$ cat src/rtl/fixed_point_alu_q24_8_top_assert.svh
// Assertion macros for the fixed-point ALU modules; fpa_queue includes this header.
// Each macro expects a clock named i_clk and an active-low reset i_rst_n in scope.
`ifndef FIXED_POINT_ALU_Q24_8_TOP_ASSERT_SVH
`define FIXED_POINT_ALU_Q24_8_TOP_ASSERT_SVH

// The condition must hold at every clock edge outside reset.
`define FPA_ASSERT_ALWAYS(lbl, cond, msg) \
    lbl: assert property (@(posedge i_clk) disable iff (!i_rst_n) (cond)) else $error(msg);

// When the trigger holds, the consequence must hold in the next cycle.
`define FPA_ASSERT_NEXT(lbl, trig, cons, msg) \
    lbl: assert property (@(posedge i_clk) disable iff (!i_rst_n) (trig) |=> (cons)) \
        else $error(msg);

`endif

$ cat src/rtl/fpa_pkg.sv
// Shared operation codes and the control word of the fixed-point ALU.
// No dependencies; used by the front, queue, back and top modules.
package fpa_pkg;

    localparam int KIND_W = 5;
    localparam int PORT_W = 32;

    localparam logic [KIND_W-1:0] OP_ADD      = 5'd0;
    localparam logic [KIND_W-1:0] OP_SUB      = 5'd1;
    localparam logic [KIND_W-1:0] OP_MUL      = 5'd2;
    localparam logic [KIND_W-1:0] OP_DIV      = 5'd3;
    localparam logic [KIND_W-1:0] OP_REM      = 5'd4;
    localparam logic [KIND_W-1:0] OP_EQ       = 5'd5;
    localparam logic [KIND_W-1:0] OP_NE       = 5'd6;
    localparam logic [KIND_W-1:0] OP_LT       = 5'd7;
    localparam logic [KIND_W-1:0] OP_GT       = 5'd8;
    localparam logic [KIND_W-1:0] OP_LE       = 5'd9;
    localparam logic [KIND_W-1:0] OP_GE       = 5'd10;
    localparam logic [KIND_W-1:0] OP_INC      = 5'd11;
    localparam logic [KIND_W-1:0] OP_DEC      = 5'd12;
    localparam logic [KIND_W-1:0] OP_MIN      = 5'd13;
    localparam logic [KIND_W-1:0] OP_MAX      = 5'd14;
    localparam logic [KIND_W-1:0] OP_FROM_INT = 5'd15;
    localparam logic [KIND_W-1:0] OP_TO_INT   = 5'd16;

    // Classification made by the front end for each item.
    typedef struct packed {
        logic [KIND_W-1:0] kind;
        logic              div_op;  // divide or remainder
        logic              rem_op;  // remainder only
        logic              b_zero;  // divisor is zero
    } t_ctl;

endpackage

$ cat src/rtl/fpa_queue.sv
// Short register queue that decouples the ALU front end from its back end.
// Depends on fpa_pkg and the assertion macro header.
`include "fixed_point_alu_q24_8_top_assert.svh"

module fpa_queue #(
    parameter int DATA_WIDTH = 32
) (
    input  logic                  i_clk,
    input  logic                  i_rst_n,
    input  logic                  i_push,
    output logic                  o_full,
    input  fpa_pkg::t_ctl         i_ctl,
    input  logic [DATA_WIDTH-1:0] i_a,
    input  logic [DATA_WIDTH-1:0] i_b,
    output logic                  o_valid,
    input  logic                  i_pop,
    output fpa_pkg::t_ctl         o_ctl,
    output logic [DATA_WIDTH-1:0] o_a,
    output logic [DATA_WIDTH-1:0] o_b
);

    localparam int DEPTH = 4;
    localparam int PTR_W = $clog2(DEPTH);

    fpa_pkg::t_ctl         r_ctl [DEPTH];
    logic [DATA_WIDTH-1:0] r_a   [DEPTH];
    logic [DATA_WIDTH-1:0] r_b   [DEPTH];
    logic [PTR_W-1:0]      r_wr;
    logic [PTR_W-1:0]      r_rd;
    logic [PTR_W:0]        r_cnt;
    logic                  do_pop;

    assign o_full  = (r_cnt == (PTR_W+1)'(DEPTH));
    assign o_valid = (r_cnt != '0);
    assign do_pop  = i_pop && o_valid;

    always_ff @(posedge i_clk) begin
        if (!i_rst_n) begin
            r_wr  <= '0;
            r_rd  <= '0;
            r_cnt <= '0;
        end else begin
            if (i_push) begin
                r_wr <= r_wr + 1'b1;
            end
            if (do_pop) begin
                r_rd <= r_rd + 1'b1;
            end
            if (i_push && !do_pop) begin
                r_cnt <= r_cnt + 1'b1;
            end else if (do_pop && !i_push) begin
                r_cnt <= r_cnt - 1'b1;
            end
        end
    end

    always_ff @(posedge i_clk) begin
        if (i_push) begin
            r_ctl[r_wr] <= i_ctl;
            r_a[r_wr]   <= i_a;
            r_b[r_wr]   <= i_b;
        end
    end

    assign o_ctl = r_ctl[r_rd];
    assign o_a   = r_a[r_rd];
    assign o_b   = r_b[r_rd];

    `FPA_ASSERT_ALWAYS(a_cnt_bound, r_cnt <= (PTR_W+1)'(DEPTH), "queue count exceeds depth")
    `FPA_ASSERT_ALWAYS(a_no_overflow, !(i_push && o_full), "push into a full queue")
    `FPA_ASSERT_NEXT(a_push_grows, i_push && !do_pop, r_cnt == $past(r_cnt) + 1'b1,
        "queue count did not grow on push")

endmodule

$ cat config.mk
export PLATFORM = sky130hd
export DESIGN_NAME = fpa_queue
export DESIGN_NICKNAME = d
export VERILOG_FILES = /design/src/rtl/fpa_pkg.sv /design/src/rtl/fpa_queue.sv
export VERILOG_INCLUDE_DIRS = /design/src /design/src/rtl
export SDC_FILE = /design/constraint.sdc
export NUM_CORES = 1
export LEC_CHECK = 0
export BUFFER_PORTS_ARGS = -buffer_cell sky130_fd_sc_hd__buf_4
export CAP_MARGIN = 0
export CORE_MARGIN = 3
export CORE_UTILIZATION = 57
export CTS_CLUSTER_DIAMETER = 50
export CTS_CLUSTER_SIZE = 12
export DETAILED_ROUTE_END_ITERATION = 10
export PLACE_DENSITY = 0.91
export SETUP_SLACK_MARGIN = 0.3
export SKIP_CTS_REPAIR_TIMING = 1
export SYNTH_ARGS = -nofsm -noshare
export SYNTH_HDL_FRONTEND = slang
export SYNTH_SLANG_ARGS = --single-unit
$ cat constraint.sdc
create_clock -name i_clk -period 3.51 [get_ports i_clk]
set_clock_uncertainty 0.2 [all_clocks]
set_input_delay 0.5265 -clock i_clk [delete_from_list [all_inputs] [get_ports i_clk]]
set_output_delay 0.5265 -clock i_clk [all_outputs]
set_load 0.01 [all_outputs]
==> results.txt <==
Number of vias in the routed layout: 5,209
Area of the core: 0.0188 sq mm
Fraction of final layout cells sized beyond drive strength 1: 40.1%
Number of cells on the worst reg-to-reg path: 7
Final standard cell utilization of the core: 73.7%
Routed length per placed instance: 23.8 um
Post-Syn Instances: 419
Critical path type: reg2out
Highest attainable clock frequency: 0.331 GHz
Max-capacitance violation count: 0
Via-per-instance ratio: 5.76
Clock period minus worst slack: 3.02 ns
Final slew viol count: 0
Clock Power Share: 31.0%
Antenna violations before repair: 0
Internal power consumption: 6.95 mW
Final total negative setup slack: 0 ns
Critical path startpoint category: flop
Final setup viols: 0
Number of global-route vias before repair: 5,302
Root buffer cell: clkbuf_16
Sink Count: 297
Capture point of the worst reg-to-reg path: r_cnt[2]
Mapped Avg Cell Area: 26.1 sq um
Type of the most critical hold path: in2reg
CTS H-tree lvls: 1
Global placer's final weighted congestion: 0.723
Area grow syn2layout: 26.5%
Endpoint arrival time on the critical path: 2.29 ns
Total global-route track usage: 18.8%
Syn Nets: 501
Antenna Diode Count: 0
Antenna-violating nets left: 0
Final Hold Viols: 0
Actual slew at the worst max-slew pin: 0.750 ns
Number of warnings issued by yosys: 0
Final layout net count: 739
Reg2Reg Setup Slack: 0.96 ns
Number of register bits inferred by synthesis: 297
First-pass GRT wire length: 29.8 mm
Maximum clock path buffer count: 3
Pwr dens: 665 mW/mm^2
Die W: 144 um
Hold-critical path depth: 1
Total half-perimeter wirelength after legalization and detailed placement: 11.9 mm
Overall die area: 0.0209 sq mm
Remaining max-slew budget at the tightest pin: 50.0%
Switching power summed over all nets: 2.25 mW
Sequential power share: 45.7%
Worst Slack Setup Final: 0.491 ns
Residual DRC: 0
Final cycle utilization of the critical path: 86.0%
Leak pwr: 4.71 nW
Die Span Y: 144 um
Clock latency on the worst-skew pair: 0.52 ns
Initial core utilization: 58.2%
Site Rows: 50
# IOs: 150
DR iter-0 viols: 255
Area of the mapped netlist: 0.0109 sq mm
TritonRoute pass-1 iters: 4
Pre-CTS setup slack: 0.996 ns
CTS buffer count: 30
Capture point of the critical path: o_b[21]
Number of buffers inserted by port buffering: 149
Largest fanout on the critical path: 37
Largest net degree at the start of global routing: 42
Post-synthesis sequential area ratio: 80.8%
Run status: finished clean
CTS clock-pin slew for the worst setup and hold paths: 0.06 ns
Fraction of power spent switching nets: 24.5%
Worst supply voltage drop on vdd: 499 uV
R2r startpoint: r_cnt[1]
GR Overflow Total: 0
Distinct cell type count after synthesis: 22
Setup repair after global routing missed its margin: false
Total wire length: 21.6 mm
CP Capture Type: output pin
CTS tree: yes
Logic gate share of total power: 23.3%
Critical path required time: 2.78 ns
-- per-stage QoR --
step	cells	hold WS, ns	instance area, sq um	total power [mW]
6_report	905	0.0176	13800	9.20
5_1_grt	905	-0.000920	13800	9.56
4_1_cts	839	-0.0285	13200	9.21
3_5_place_dp	793	0.366	12300	6.36
3_3_place_gp	793	0.316	12300	6.30
2_1_floorplan	419	0.302	10900	5.62
-- how the worst min path moves through the flow --
stage / start / to / slack, ns
2_1_floorplan: r_cnt[2] / r_cnt[2] / 0.30
3_3_place_gp: r_cnt[2] / r_cnt[2] / 0.32
3_5_place_dp: r_wr[1] / r_wr[1] / 0.37
4_1_cts: i_b[31] / r_b[2][31] / -0.03
5_1_grt: i_a[28] / r_a[0][28] / -0.0009
6_report: i_ctl[6] / r_ctl[1][6] / 0.02
-- cell usage after synthesis (all sizes together) --
cell type | number | share of area (%)
mux2i | 2 | 0.18
o21ai | 1 | 0.046
xor2 | 2 | 0.16
mux4 | 72 | 15
inv | 3 | 0.10
and2 | 9 | 0.52
or3 | 2 | 0.11
clkbuf | 1 | 0.034
nor2b | 2 | 0.11
a21boi | 1 | 0.069
dfxtp | 9 | 1.6
ha | 5 | 0.57
buf | 15 | 1.7
o311ai | 1 | 0.080
o31ai | 1 | 0.11
fa | 1 | 0.18
edfxtp | 288 | 79
xnor2 | 3 | 0.24
nor3b | 1 | 0.069
-- power groups by stage --
| stage | Clock, mW | Sequential (mW) | Combinational [mW] |
|---|---|---|---|
| final | 2.86 | 4.20 | 2.14 |
| after global routing | 3.05 | 4.22 | 2.29 |
| after CTS | 2.91 | 4.20 | 2.10 |
| after detailed placement | 0 | 4.27 | 2.09 |
| after global placement | 0 | 4.25 | 2.05 |
| after floorplan | 0 | 4.22 | 1.40 |
-- layout by cell type, fill, tap and decap left out, types with 2 or more instances in the layout --
master         Yosys  layout
and2_1             9       5
and2_4             0       4
buf_12             7       6
buf_4              0     150
clkbuf_1           1       9
clkbuf_16          0      31
clkinv_2           0       2
dfxtp_1            9       7
dfxtp_4            0       2
dlygate4sd3_1      0      66
edfxtp_1         288     288
ha_1               5       5
inv_1              3       3
inv_6              0       2
mux2i_1            2       2
mux4_1             2       2
mux4_2            70      70
nor2b_1            2       2
or3_1              2       2
xnor2_1            3       3
xor2_1             2       2
-- cell families (layout without fill, tap and decap cells) --
| family | count (synthesis) | in the layout | synth area share [%] |
|---|---|---|---|
| flip-flops | 297 | 297 | 80.8 |
| adder cells (fa/ha/maj) | 6 | 6 | 0.756 |
| XOR/XNOR | 5 | 5 | 0.401 |
| buffers and inverters | 19 | 271 | 1.84 |
| AO/OA/AOI/OAI | 4 | 4 | 0.309 |
| multiplexers | 74 | 74 | 15.1 |
| AND/OR/NAND/NOR | 14 | 14 | 0.813 |
-- flip-flops by register name (all words and copies together), names as in the netlist, named ones only --
signal	count
r_a	128
r_b	128
r_ctl	32
r_cnt	3
r_rd	2
r_wr	2
-- area by class of cell --
class	count	area (sq um)
Sequential cell	297	8840
Fill cell	1028	4940
Multi-Input combinational cell	103	1910
Timing Repair Buffer	222	1910
Clock buffer	40	810
Tap cell	234	293
Clock inverter	6	61.3
Inverter	3	11.3
-- critical path, cell delays in order, from the launching register on --
cell,delay (ns)
dfxtp_4,0.35
buf_4,0.58
mux4_2,0.63
buf_4,0.17
-- routing by layer --
layer,track usage (%),wire [um],share of wire [%],up-vias
li1,-,-,-,2262
met1,25.0,8190,38,2729
met2,32.1,11900,55,195
met3,4.17,1150,5.3,23
met4,4.91,318,1.5,0
met5,0,0,0,-
Power figures use the tool's default switching activity.
