**config.mk**
```make
export PLATFORM = sky130hd
export DESIGN_NAME = fpa_front
export DESIGN_NICKNAME = d
export VERILOG_FILES = /design/src/rtl/fixed_point_alu_q24_8_top_assert.svh /design/src/rtl/fpa_pkg.sv /design/src/rtl/fpa_front.sv
export SDC_FILE = /design/constraint.sdc
export NUM_CORES = 1
export LEC_CHECK = 0
export BUFFER_PORTS_ARGS = -buffer_cell sky130_fd_sc_hd__buf_2
export CAP_MARGIN = 20
export CORE_MARGIN = 3
export CORE_UTILIZATION = 45
export CTS_CLUSTER_DIAMETER = 30
export DETAILED_ROUTE_END_ITERATION = 7
export GPL_TIMING_DRIVEN = 0
export PLACE_DENSITY = 0.81
export SYNTH_ARGS = -nofsm -noshare
export SYNTH_HDL_FRONTEND = slang
export SYNTH_SLANG_ARGS = --single-unit
```
**constraint.sdc**
```tcl
create_clock -name i_clk -period 4.6 [get_ports i_clk]
set_input_delay 0.46 -clock i_clk [delete_from_list [all_inputs] [get_ports i_clk]]
set_output_delay 0.46 -clock i_clk [all_outputs]
set_load 0.03 [all_outputs]
```
**src/rtl/fixed_point_alu_q24_8_top_assert.svh**
```systemverilog
// Assertion macros for the fixed-point ALU modules; fpa_queue includes this header.
// Each macro expects a clock named i_clk and an active-low reset i_rst_n in scope.
`ifndef FIXED_POINT_ALU_Q24_8_TOP_ASSERT_SVH
`define FIXED_POINT_ALU_Q24_8_TOP_ASSERT_SVH

// The condition must hold at every clock edge outside reset.
`define FPA_ASSERT_ALWAYS(lbl, cond, msg) \
    lbl: assert property (@(posedge i_clk) disable iff (!i_rst_n) (cond)) else $error(msg);

// When the trigger holds, the consequence must hold in the next cycle.
`define FPA_ASSERT_NEXT(lbl, trig, cons, msg) \
    lbl: assert property (@(posedge i_clk) disable iff (!i_rst_n) (trig) |=> (cons)) \
        else $error(msg);

`endif

```
**src/rtl/fpa_pkg.sv**
```systemverilog
// Shared operation codes and the control word of the fixed-point ALU.
// No dependencies; used by the front, queue, back and top modules.
package fpa_pkg;

    localparam int KIND_W = 5;
    localparam int PORT_W = 32;

    localparam logic [KIND_W-1:0] OP_ADD      = 5'd0;
    localparam logic [KIND_W-1:0] OP_SUB      = 5'd1;
    localparam logic [KIND_W-1:0] OP_MUL      = 5'd2;
    localparam logic [KIND_W-1:0] OP_DIV      = 5'd3;
    localparam logic [KIND_W-1:0] OP_REM      = 5'd4;
    localparam logic [KIND_W-1:0] OP_EQ       = 5'd5;
    localparam logic [KIND_W-1:0] OP_NE       = 5'd6;
    localparam logic [KIND_W-1:0] OP_LT       = 5'd7;
    localparam logic [KIND_W-1:0] OP_GT       = 5'd8;
    localparam logic [KIND_W-1:0] OP_LE       = 5'd9;
    localparam logic [KIND_W-1:0] OP_GE       = 5'd10;
    localparam logic [KIND_W-1:0] OP_INC      = 5'd11;
    localparam logic [KIND_W-1:0] OP_DEC      = 5'd12;
    localparam logic [KIND_W-1:0] OP_MIN      = 5'd13;
    localparam logic [KIND_W-1:0] OP_MAX      = 5'd14;
    localparam logic [KIND_W-1:0] OP_FROM_INT = 5'd15;
    localparam logic [KIND_W-1:0] OP_TO_INT   = 5'd16;

    // Classification made by the front end for each item.
    typedef struct packed {
        logic [KIND_W-1:0] kind;
        logic              div_op;  // divide or remainder
        logic              rem_op;  // remainder only
        logic              b_zero;  // divisor is zero
    } t_ctl;

endpackage

```
**src/rtl/fpa_front.sv**
```systemverilog
// Front end of the fixed-point ALU: accepts items and classifies the operation.
// Depends on fpa_pkg.
module fpa_front #(
    parameter int DATA_WIDTH = 32
) (
    input  logic                          i_clk,
    input  logic                          i_rst_n,
    input  logic                          i_valid,
    output logic                          o_ready,
    input  logic [fpa_pkg::KIND_W-1:0]    i_kind,
    input  logic [DATA_WIDTH-1:0]         i_a,
    input  logic [DATA_WIDTH-1:0]         i_b,
    output logic                          o_push,
    input  logic                          i_full,
    output fpa_pkg::t_ctl                 o_ctl,
    output logic [DATA_WIDTH-1:0]         o_a,
    output logic [DATA_WIDTH-1:0]         o_b
);

    logic                  r_vld;
    fpa_pkg::t_ctl         r_ctl;
    logic [DATA_WIDTH-1:0] r_a;
    logic [DATA_WIDTH-1:0] r_b;
    fpa_pkg::t_ctl         n_ctl;
    logic                  load;

    assign o_ready = !r_vld || !i_full;
    assign load    = i_valid && o_ready;
    assign o_push  = r_vld && !i_full;

    always_comb begin
        n_ctl.kind   = i_kind;
        n_ctl.div_op = (i_kind == fpa_pkg::OP_DIV) || (i_kind == fpa_pkg::OP_REM);
        n_ctl.rem_op = (i_kind == fpa_pkg::OP_REM);
        n_ctl.b_zero = (i_b == '0);
    end

    always_ff @(posedge i_clk) begin
        if (!i_rst_n) begin
            r_vld <= 1'b0;
        end else if (load) begin
            r_vld <= 1'b1;
        end else if (o_push) begin
            r_vld <= 1'b0;
        end
    end

    always_ff @(posedge i_clk) begin
        if (load) begin
            r_ctl <= n_ctl;
            r_a   <= i_a;
            r_b   <= i_b;
        end
    end

    assign o_ctl = r_ctl;
    assign o_a   = r_a;
    assign o_b   = r_b;

endmodule

```
==> out/metrics.csv, run 1 <==
metric,value,unit
grt_pass1_wl,8079,um
synth_common_cells,"edfxtp_1 (72), nor4_1 (7)",
synth_top_family_by_area,simple AND/OR/NAND/NOR gates,
drt-pass1-iter-count,4,
n_antenna_cell,0,
synth_xor_area_share,0,%
ys_seq_elements,73,
maxSlewHeadroom,39.45,%
clock_latency,0.33,ns
finalSetupTns,0,ns
p_leak,1.394,nW
synth_top_area_share,93.61,%
p_comb_share,12.4,%
crit_path_max_fanout,72,
clock_skew,0.005558,ns
grt_antenna_before_repair,0,
slew_viol_final,0,
worstMarginPinSlew,0.9083,ns
cts_resized,0,
drt-total-wl,5359,um
grt.total_usage,18.42,%
crit_required,4.56,ns
die_area,6028,um2
hp-class,in -> reg,
clockBufferDepth,2,
htree_num_levels,3,
rsz0062_at_grt,no,
cp.arrival,1.53,ns
io_buffers,146,
synth_async_sr_flop_share,0,%
synthesis.area,2310,um2
synth_simple_gate_area_share,4.984,%
cts_tree,done,
rows,25,
min_period,1.580,ns
pwr-share-seq,57.4,%
intPower,1.015,mW
ys_types,13,
critPathLaunchType,register,
post-cts-setup-buffers,0,
power_switching,0.3526,mW
postLayoutCoreUtil,67.82,%
crit_type,reg -> reg,
placed_cell_area,3127,um2
drive_above_1_share,63.67,%
fmax,633.0,MHz
fp.dieH,77.64,um
syn_avg_cell_area,24.57,um2
yosysTopAreaCell,edfxtp_1,
synth_edf_count,72,
numCtsBuffers,9,
vdd_ir_drop_max,289.8,uV
vias,1511,
synthCells,94,
drv_cap,0,
finalSetupViolations,0,
die_w,77.64,um
synth-seq-area-share,94.47,%
initial_core_util,47.64,%
synth_fa_ha_area_share,0,%
fin_crit_sh,34.35,%
muxShareOfSynthArea,0,%
ctsHoldBuffers,0,
syn-num-nets,167,
timing.hold.ws,0.2997,ns
place.gp.congestion,0.7374,
clk_pin_slew,0.07,ns
finalHoldViolations,0,
critPathCaptureType,register,
synth_compound_area_share,0.5417,%
cts_sinks,73,
drc_errors,0,
p_per_area,416.0,nW/um2
power_frac_clock,30.2,%
grt_overflow_total,0,
via_per_inst,4.678,
ant_nets,0,
synth.most_common_cell,edfxtp_1,
synthTopCellsByArea,"edfxtp_1 (94%), nor4_1 (1.9%), dfxtp_1 (0.87%)",
grt_pass1_vias,1591,
n_fill_cell,342,
synth_top_flop_cell,edfxtp_1,
post_drt_wl_per_cell,16.59,um
design_area,3288,um2
status,"finished, final reports clean",
yosys_warnings,0,
dp_hpwl,3817,um
core,4848,um2
cts_root_buf,clkbuf_8,
p_sw_share,25.78,%
area_growth,42.36,%
grt_max_degree,73,
num_io_pins,147,
initialDrtViolationCount,82,
final_nets,324,
[through the flow]
stage / worst slack (ns) / instances / total power, mW
final: 3.020 / 323 / 1.368
after CTS: 3.013 / 323 / 1.383
after global placement: 1.354 / 307 / 0.9673
after global routing: 2.903 / 323 / 1.421
after detailed placement: 2.782 / 307 / 0.9700
after floorplan: 1.714 / 94 / 0.8968
[cells by family after synthesis]
group | Yosys count
AOI/OAI and AO/OA | 2
and+or+nand+nor | 19
DFF | 73
[placed cells by master, fill, tap and decap left out, drive strengths merged]
cell      n
a211oi    1
a21oi     1
and2      1
buf     146
clkbuf    9
clkinv    7
dfxtp     1
edfxtp   72
nand2     2
nand3b    1
nand4     2
nor2      2
nor2b     2
nor3      1
nor4      8
[state kept, by name (all words and copies together), names as in the netlist]
register and cells:
o_a 32, o_b 32, o_ctl 8, r_vld 1
[worst paths after layout]
check / start / end / slack [ns] / depth (start not counted)
worst max-delay path: r_vld / o_a[17] / 3.02 / 2
worst min-delay path: i_a[5] / o_a[5] / 0.30 / 1
worst max register to register: r_vld / o_a[17] / 3.02 / 2
worst min register to register: r_vld / r_vld / 0.63 / 2
[worst max-delay path, stage by stage (launching register included)]
cell     delay, ns
dfxtp_1       0.34
nand2_1       0.09
and2_4        0.74
[power groups by stage]
stage | Sequential [mW] | Clock [mW] | Combinational, mW
4_1_cts | 0.785 | 0.426 | 0.172
5_1_grt | 0.789 | 0.452 | 0.180
6_report | 0.785 | 0.413 | 0.170
2_1_floorplan | 0.880 | 0 | 0.0167
3_5_place_dp | 0.799 | 0 | 0.171
3_3_place_gp | 0.801 | 0 | 0.166
[per-layer routing]
layer	share of wire, %	global-route usage, %	wire length, um	vias up
li1	-	-	-	706
met1	32	18.63	1696	686
met2	53	30.82	2837	103
met3	13	9.513	701	16
met4	2.3	9.431	123	0
met5	0	0	0	-
[layout make-up]
type                            instances  area (um2)  share of cell area [%]
Sequential cell                        73        2182                   66.36
Timing Repair Buffer                  146       730.7                   22.22
Multi-Input combinational cell         21       130.1                   3.957
Clock buffer                            9       123.9                   3.767
Tap cell                               67       83.83                   2.549
Clock inverter                          7       37.54                   1.142
No activity file was read; power rests on OpenSTA's default activity.
==> run 2: changes to the inputs <==
- CORE_UTILIZATION: 45 -> 37
- PLACE_DENSITY: 0.81 -> 0.71
- clock period: 4.6 -> 1.34 ns (I/O delays scaled with it)
==> run 2 against run 1 <==
Net effect: global-route usage up 2.7 points; die area up 20%; final area up 22%.
==> out/metrics.csv, run 2 (synthesis results as in run 1) <==
metric,value,unit,change
status,"finished, final reports clean",,unchanged
initial_core_util,38.55,%,was 47.64%
io_buffers,146,,unchanged
cts_sinks,73,,unchanged
finalSetupViolations,0,,unchanged
final_common_cell,buf_2,,unchanged
crit_path_max_fanout,2,,was 72
crit_type,in -> reg,,was reg -> reg
crit_required,1.53,ns,was 4.56 ns
area_growth,74.38,%,was 42.36%
initialDrtViolationCount,60,,was 82
p_sw_share,26.75,%,was 25.78%
htree_num_levels,3,,unchanged
drt-pass1-iter-count,4,,unchanged
post-cts-setup-buffers,0,,unchanged
critPathLaunchType,input port,,was register
pwr-share-seq,54.4,%,was 57.4%
die_w,85.01,um,was 77.64 um
num_io_pins,147,,unchanged
n_fill_cell,421,,was 342
slew_viol_final,0,,unchanged
maxSlewHeadroom,67.90,%,was 39.45%
finalHoldViolations,0,,unchanged
place.gp.congestion,0.7500,,was 0.7374
grt_overflow_total,0,,unchanged
clk_pin_slew,0.07,ns,about the same
p_comb_share,15.6,%,was 12.4%
grt_max_degree,37,,was 73
clock_skew,0.007958,ns,was 0.005558 ns
place_inst,315,,was 307
final_cell_mix,"buf_2 (146), edfxtp_1 (72), dlygate4sd3_1 (69)",,"was buf_2 (146), edfxtp_1 (72), clkbuf_8 (9)"
final_nets,394,,was 324
via_per_inst,4.594,,was 4.678
power_switching,1.328,mW,was 0.3526 mW
cts_root_buf,clkbuf_8,,unchanged
grt_pass1_vias,2033,,was 1591
rows,28,,was 25
grt_pass1_wl,11120,um,was 8079 um
setup_ws,0.06550,ns,was 3.020 ns
pre_cts_ws,-0.2115,ns,was 2.782 ns
finalSetupTns,0,ns,unchanged
fin_crit_sh,95.11,%,
worstMarginPinSlew,0.4815,ns,was 0.9083 ns
p_per_area,1232,nW/um2,was 416.0 nW/um2
fmax,784.6,MHz,
dp_hpwl,3924,um,was 3817 um
power_frac_clock,30.1,%,was 30.2%
drc_errors,0,,unchanged
cp.arrival,1.47,ns,was 1.53 ns
intPower,3.635,mW,was 1.015 mW
critPathCaptureType,register,,unchanged
regArea,2183,um2,was 2182 um2
core,5991,um2,was 4848 um2
fp.dieH,85.01,um,was 77.64 um
clockBufferDepth,2,,unchanged
drive_above_1_share,51.84,%,was 63.67%
drt-total-wl,7287,um,was 5359 um
numCtsBuffers,9,,unchanged
postLayoutCoreUtil,67.23,%,was 67.82%
grt_antenna_before_repair,0,,unchanged
n_antenna_cell,0,,unchanged
die_area,7227,um2,was 6028 um2
power,4.963,mW,was 1.368 mW
ant_nets,0,,unchanged
grt.total_usage,21.07,%,was 18.42%
multi_input_area,158.9,um2,was 130.1 um2
min_period,1.275,ns,
drv_cap,0,,unchanged
vdd_ir_drop_max,888.1,uV,was 289.8 uV
hp-class,in -> reg,,unchanged
cts_tree,done,,unchanged
clock_latency,0.34,ns,was 0.33 ns
p_leak,1.686,nW,was 1.394 nW
post_drt_wl_per_cell,18.17,um,was 16.59 um
final_cells,401,,was 323
rsz0062_at_grt,no,,unchanged
vias,1842,,was 1511
run 2: cell types whose count changed in the layout (fill, tap and decap cells not counted), sizes merged:
| cell | delta |
|---|---|
| clkinvlp | +3 |
| clkinv | -4 |
| inv | +1 |
| dlygate4sd3 | +69 |
| and2 | +1 |
run 2: layout make-up:
class	count	share of cell area, %
clock inverters	7	1.149
well taps	75	2.330
repair buffers	215	35.29
flip-flops and latches	73	54.21
clock buffers	9	3.075
multi-input cells	22	3.945
run 2: power by group through the flow:
stage	clock network (mW)	logic [mW]	registers (mW)
2_1_floorplan	0	0.0604	3.02
3_3_place_gp	0	0.584	2.74
3_5_place_dp	0	0.591	2.75
4_1_cts	1.53	0.752	2.70
5_1_grt	1.64	0.815	2.71
6_report	1.49	0.772	2.70
run 2: worst paths after layout:
check / end / slack (ns) / startpoint / cells past startpoint
worst max register to register: o_b[12] / 0.10 / r_vld / 2
worst max-delay path: o_ctl[0] / 0.07 / i_b[4] / 5
worst min-delay path: r_vld / 0.02 / i_rst_n / 2
worst min register to register: r_vld / 0.59 / r_vld / 2
run 2: critical path, cell delays in order:
cell,delay (ns)
dlygate4sd3_1,0.55
buf_2,0.15
nor4_1,0.29
nand4_1,0.20
nor2_1,0.14
run 2: routing by layer:
layer	track usage, %	part of all wire, %	vias up
li1	-	-	845
met1	22.24	34	851
met2	35.17	51	125
met3	9.515	12	21
met4	11.22	3.7	0
met5	0	0	-
run 2: what timing repair did:
| action | 4_1_cts | 5_1_grt |
|---|---|---|
| setup endpoints to repair | 72 | 1 |
| resized for setup | 1 | 2 |
| hold endpoints to repair | 69 | 0 |
| hold buffers | 69 | 0 |
| gates cloned | 1 | 0 |
run 2: per-stage QoR:
step	hold WS [ns]	area [um2]
3_3_place_gp	0.3110	3146
4_1_cts	0.01045	4015
3_5_place_dp	0.3121	3146
5_1_grt	0.001049	4028
2_1_floorplan	0.2329	2321
6_report	0.02213	4028
